<file path="src/rtl/dense_layer_matvec_bias_unit_macros.svh">
// assertion helpers, clocked on clock and held off while reset is high
`ifndef DENSE_LAYER_MATVEC_BIAS_UNIT_MACROS_SVH
`define DENSE_LAYER_MATVEC_BIAS_UNIT_MACROS_SVH

// same-cycle implication
`define DLMV_ASSERT_IMP(label, ante, cons, msg) \
   label: assert property (@(posedge clock) disable iff (reset) (ante) |-> (cons)) \
      else $error(msg);

// next-cycle implication
`define DLMV_ASSERT_NXT(label, ante, cons, msg) \
   label: assert property (@(posedge clock) disable iff (reset) (ante) |=> (cons)) \
      else $error(msg);

`endif

</file>
<file path="src/rtl/dlmv_pkg.sv">
package dlmv_pkg;

   localparam int FRAC_BITS  = 8;
   localparam int FIELD_BITS = 16;

   localparam logic [1:0] FUNC_WEIGHT  = 2'd0;
   localparam logic [1:0] FUNC_BIAS    = 2'd1;
   localparam logic [1:0] FUNC_ELEMENT = 2'd2;

   localparam logic CSR_INPUTS  = 1'b0;
   localparam logic CSR_NEURONS = 1'b1;

   typedef struct packed {
      logic valid;
      logic first;
      logic last;
   } dlmv_mac_ctrl_type;

endpackage

</file>
<file path="src/rtl/dlmv_mac.sv">
module dlmv_mac import dlmv_pkg::*; #(
   parameter int EFF_BITS = 16,
   parameter int ACC_BITS = 40
) (
   input  logic                       clock,
   input  logic                       reset,
   input  dlmv_mac_ctrl_type          ctrl_in,
   input  logic signed [EFF_BITS-1:0] x_in,
   input  logic signed [EFF_BITS-1:0] w_in,
   input  logic signed [EFF_BITS-1:0] bias_in,
   output logic                       done,
   output logic signed [31:0]         sum,
   output logic                       sat
);

   localparam int PROD_BITS = 2 * EFF_BITS;

   dlmv_mac_ctrl_type            prod_ctrl_ff;
   logic signed [PROD_BITS-1:0]  prod_ff;
   logic signed [PROD_BITS-1:0]  prod_in;
   logic signed [EFF_BITS-1:0]   bias_ff;
   logic signed [ACC_BITS-1:0]   acc_ff;
   logic signed [ACC_BITS-1:0]   acc_in;
   logic signed [ACC_BITS-1:0]   acc_base;
   logic                         done_ff;
   logic                         done_in;
   logic [ACC_BITS-32:0]         top_bits;

   assign prod_in = x_in * w_in;

   always_comb begin
      if (prod_ctrl_ff.first) begin
         acc_base = {{(ACC_BITS-EFF_BITS-FRAC_BITS){bias_ff[EFF_BITS-1]}}, bias_ff,
                     {FRAC_BITS{1'b0}}};
      end else begin
         acc_base = acc_ff;
      end
      acc_in  = acc_base + {{(ACC_BITS-PROD_BITS){prod_ff[PROD_BITS-1]}}, prod_ff};
      done_in = prod_ctrl_ff.valid && prod_ctrl_ff.last;
   end

   always_ff @(posedge clock) begin
      if (reset) begin
         prod_ctrl_ff <= '0;
         done_ff      <= 1'b0;
      end else begin
         prod_ctrl_ff <= ctrl_in;
         done_ff      <= done_in;
      end
   end

   always_ff @(posedge clock) begin
      if (ctrl_in.valid) begin
         prod_ff <= prod_in;
      end
      if (ctrl_in.valid && ctrl_in.first) begin
         bias_ff <= bias_in;
      end
      if (prod_ctrl_ff.valid) begin
         acc_ff <= acc_in;
      end
   end

   // clip to signed 32 bits
   always_comb begin
      top_bits = acc_ff[ACC_BITS-1:31];
      sat      = !((&top_bits) || !(|top_bits));
      if (sat) begin
         sum = acc_ff[ACC_BITS-1] ? 32'sh8000_0000 : 32'sh7fff_ffff;
      end else begin
         sum = acc_ff[31:0];
      end
   end

   assign done = done_ff;

endmodule

</file>
<file path="config.mk">
export PLATFORM = sky130hd
export DESIGN_NAME = dlmv_mac
export DESIGN_NICKNAME = d
export VERILOG_FILES = /design/src/rtl/dense_layer_matvec_bias_unit_macros.svh /design/src/rtl/dlmv_pkg.sv /design/src/rtl/dlmv_mac.sv
export SDC_FILE = /design/constraint.sdc
export NUM_CORES = 1
export LEC_CHECK = 0
export BUFFER_PORTS_ARGS = -buffer_cell sky130_fd_sc_hd__buf_2
export CORE_ASPECT_RATIO = 2
export CORE_UTILIZATION = 59
export CTS_CLUSTER_DIAMETER = 40
export DETAILED_ROUTE_END_ITERATION = 10
export GPL_TIMING_DRIVEN = 0
export HOLD_SLACK_MARGIN = 0.02
export PLACE_DENSITY = 0.75
export SKIP_CTS_REPAIR_TIMING = 1
export SLEW_MARGIN = 5
export SYNTH_ARGS = -nofsm -noshare
export SYNTH_HDL_FRONTEND = slang
export SYNTH_SLANG_ARGS = --single-unit
</file>
<file path="constraint.sdc">
create_clock -name clock -period 7.5 [get_ports clock]
set_input_delay 0.375 -clock clock [delete_from_list [all_inputs] [get_ports clock]]
set_output_delay 0.375 -clock clock [all_outputs]
set_load 0.01 [all_outputs]
</file>
==> results.json <==
{
  "outcome": "completed",
  "rr_worst_depth": 13,
  "synth_ff_type": "edfxtp_1",
  "fmax_mhz": 147,
  "finalCritPeriodShare": 0.910,
  "grt_max_degree": 35,
  "timing.rr.end": "acc_ff[33]",
  "grt_pass1_wl_um": 59500,
  "portBuffers": 86,
  "clockBufferDepth": 2,
  "crit_required_ns": 7.60,
  "report.final.slew_viol_count": 0,
  "hold_path.class": "in -> reg",
  "crit-reg2reg-launch": "prod_ctrl_ff[1]",
  "vias": 11100,
  "synth_area_leader_cell": "fa_1",
  "synth.cell_area_um2": 15200,
  "r2r_setup_slack_ns": 3.50,
  "critPathLaunchType": "input pin",
  "netlist_instances": 1554,
  "yosysMostFrequentCell": "inv_1",
  "numCtsBuffers": 9,
  "cts.htree.levels": 3,
  "place_congestion": 1.02,
  "ys_ff_latch": 92,
  "die_h_um": 229,
  "clk_pin_slew_ns": 0.07,
  "clock_skew_ns": 0.00928,
  "cts_sinks": 92,
  "hold_viol": 0,
  "num_rows": 82,
  "antenna_found_initial": 0,
  "core_um2": 25200,
  "cp_max_fo": 10,
  "synthTopCellsByCount": "314 x inv_1, 263 x fa_1, 150 x nand2_1",
  "synth.top_cell.area_share": 0.346,
  "max_cap_violations": 0,
  "dieArea_um2": 26500,
  "start_util": 0.604,
  "drt-initial-drc-count": 374,
  "crit_end": "prod_ff[31]",
  "synth_edf_count": 88,
  "worstPathArrival_ns": 6.92,
  "drt_wl_total_um": 36500,
  "cts_tree": "built",
  "asyncSetResetFlopFracSynth": 0,
  "timing.slew.headroom": 0.508,
  "grt_pass1_vias": 12300,
  "netlist_top_cells_area": "fa_1 35%, edfxtp_1 17%, ha_1 9.9%, inv_1 7.7%, and2_1 5.3%",
  "path_class": "in -> reg",
  "ys_types": 64,
  "drt_pass1_iterations": 5,
  "period_minus_slack_ns": 6.82,
  "detail-route-antenna-nets": 0,
  "area_growth_pct": 8.01,
  "tightestPinTransition_ns": 0.738,
  "critPathLaunch": "x_in[9]",
  "die_x_um": 116,
  "grt_overflow": 0,
  "grt_setup_unrepaired": "no",
  "synth_nets": 1991,
  "utilization": 0.652,
  "worst_setup_path_end_kind": "register",
  "setup_violations": 0,
  "grt_util_all_layers": 0.297,
  "insertion_delay_ns": 0.36,
  "drive_above_1_share": 0.0838,
  "ios": 87,
  "place.detailed.hpwl_um": 31400,
  "wl_per_cell_um": 18.3,
  "via_per_inst": 5.54,
  "yosys_warnings": 0,
  "nets": 2090,
  "final.setup.tns_ns": 0,
  "drt_drc_violations_left": 0,
  "avgSynthCellArea_um2": 9.80,
  "seq_area_frac_synth": 0.179,
  "hold_path_depth": 1,
  "root_buffer": "clkbuf_16"
}
[layout by cell type, fill, tap and decap left out, types with 11 or more instances in the layout]
| cell type | n |
|---|---|
| a21o_1 | 62 |
| a21oi_1 | 58 |
| and2_1 | 129 |
| buf_2 | 87 |
| clkbuf_1 | 47 |
| edfxtp_1 | 88 |
| fa_1 | 263 |
| ha_1 | 121 |
| inv_1 | 314 |
| mux2_2 | 16 |
| nand2_1 | 150 |
| nand3_1 | 11 |
| nor2_1 | 53 |
| nor2b_1 | 15 |
| nor3_1 | 11 |
| o21ai_0 | 42 |
| xnor2_1 | 51 |
| xor2_1 | 20 |
[area by class of cell]
class | instances | area, um^2
timing repair buffer | 88 | 465
antenna | 1 | 2.50
buffer | 48 | 181
fill | 2163 | 8780
clock buffer | 11 | 243
tap | 336 | 420
inverter | 314 | 1180
clock inverter | 5 | 83.8
multi-input combinational | 1100 | 11200
sequential | 92 | 2720
[cell families (layout without fill, tap and decap cells)]
logic type | count (synthesis) | after routing | synth area share
AND/OR/NAND/NOR | 393 | 393 | 0.127
adder cells (fa/ha/maj) | 384 | 384 | 0.445
XOR/XNOR | 71 | 71 | 0.0408
flip-flops | 92 | 92 | 0.179
AO/OA/AOI/OAI | 234 | 234 | 0.105
multiplexers | 18 | 18 | 0.0135
other | 0 | 1 | 0
buffers and inverters | 362 | 466 | 0.0893
[through the flow]
step | instances | hold WS [ns] | area (um^2) | setup slack, ns
5_1_grt | 1994 | 0.183 | 16500 | 0.406
2_1_floorplan | 1554 | 0.395 | 15200 | 1.44
4_1_cts | 1994 | 0.181 | 16500 | 0.670
3_3_place_gp | 1976 | 0.401 | 16100 | 0.437
3_5_place_dp | 1978 | 0.410 | 16100 | 0.299
6_report | 1995 | 0.195 | 16500 | 0.676
[state kept, by name (all words and copies together), names as in the netlist]
register,flops
prod_ctrl_ff,3
acc_ff,40
prod_ff,32
bias_ff,16
done,1
[how the worst min path moves through the flow]
stage,startpoint,endpoint,slack [ns]
global route,bias_in[9],bias_ff[9],0.18
CTS,bias_in[6],bias_ff[6],0.18
global placement,prod_ctrl_ff[0],done,0.40
floorplan,prod_ctrl_ff[0],done,0.40
finish,bias_in[12],bias_ff[12],0.20
detailed placement,prod_ctrl_ff[0],done,0.41
[critical path, cell delays in order]
cell	delay (ns)
buf_2	0.20
clkbuf_1	0.54
nand2_1	0.19
fa_1	0.57
inv_1	0.05
fa_1	0.50
fa_1	0.57
fa_1	0.43
fa_1	0.50
inv_1	0.05
fa_1	0.47
inv_1	0.04
ha_1	0.35
a21o_1	0.19
a21o_1	0.19
a2111oi_0	0.44
o32ai_1	0.23
o21ai_0	0.38
a31oi_1	0.19
a21o_1	0.21
a21oi_1	0.16
xnor2_1	0.09
[per-layer routing]
layer,global-route usage,vias up,share of wire
li1,-,5100,-
met1,0.289,5527,0.34
met2,0.580,313,0.57
met3,0.0257,110,0.031
met4,0.182,0,0.060
met5,0,-,0
Power is left out: the tool's default activity adds up to more than one toggle a clock period on the data nets, which glitch-free logic cannot reach.
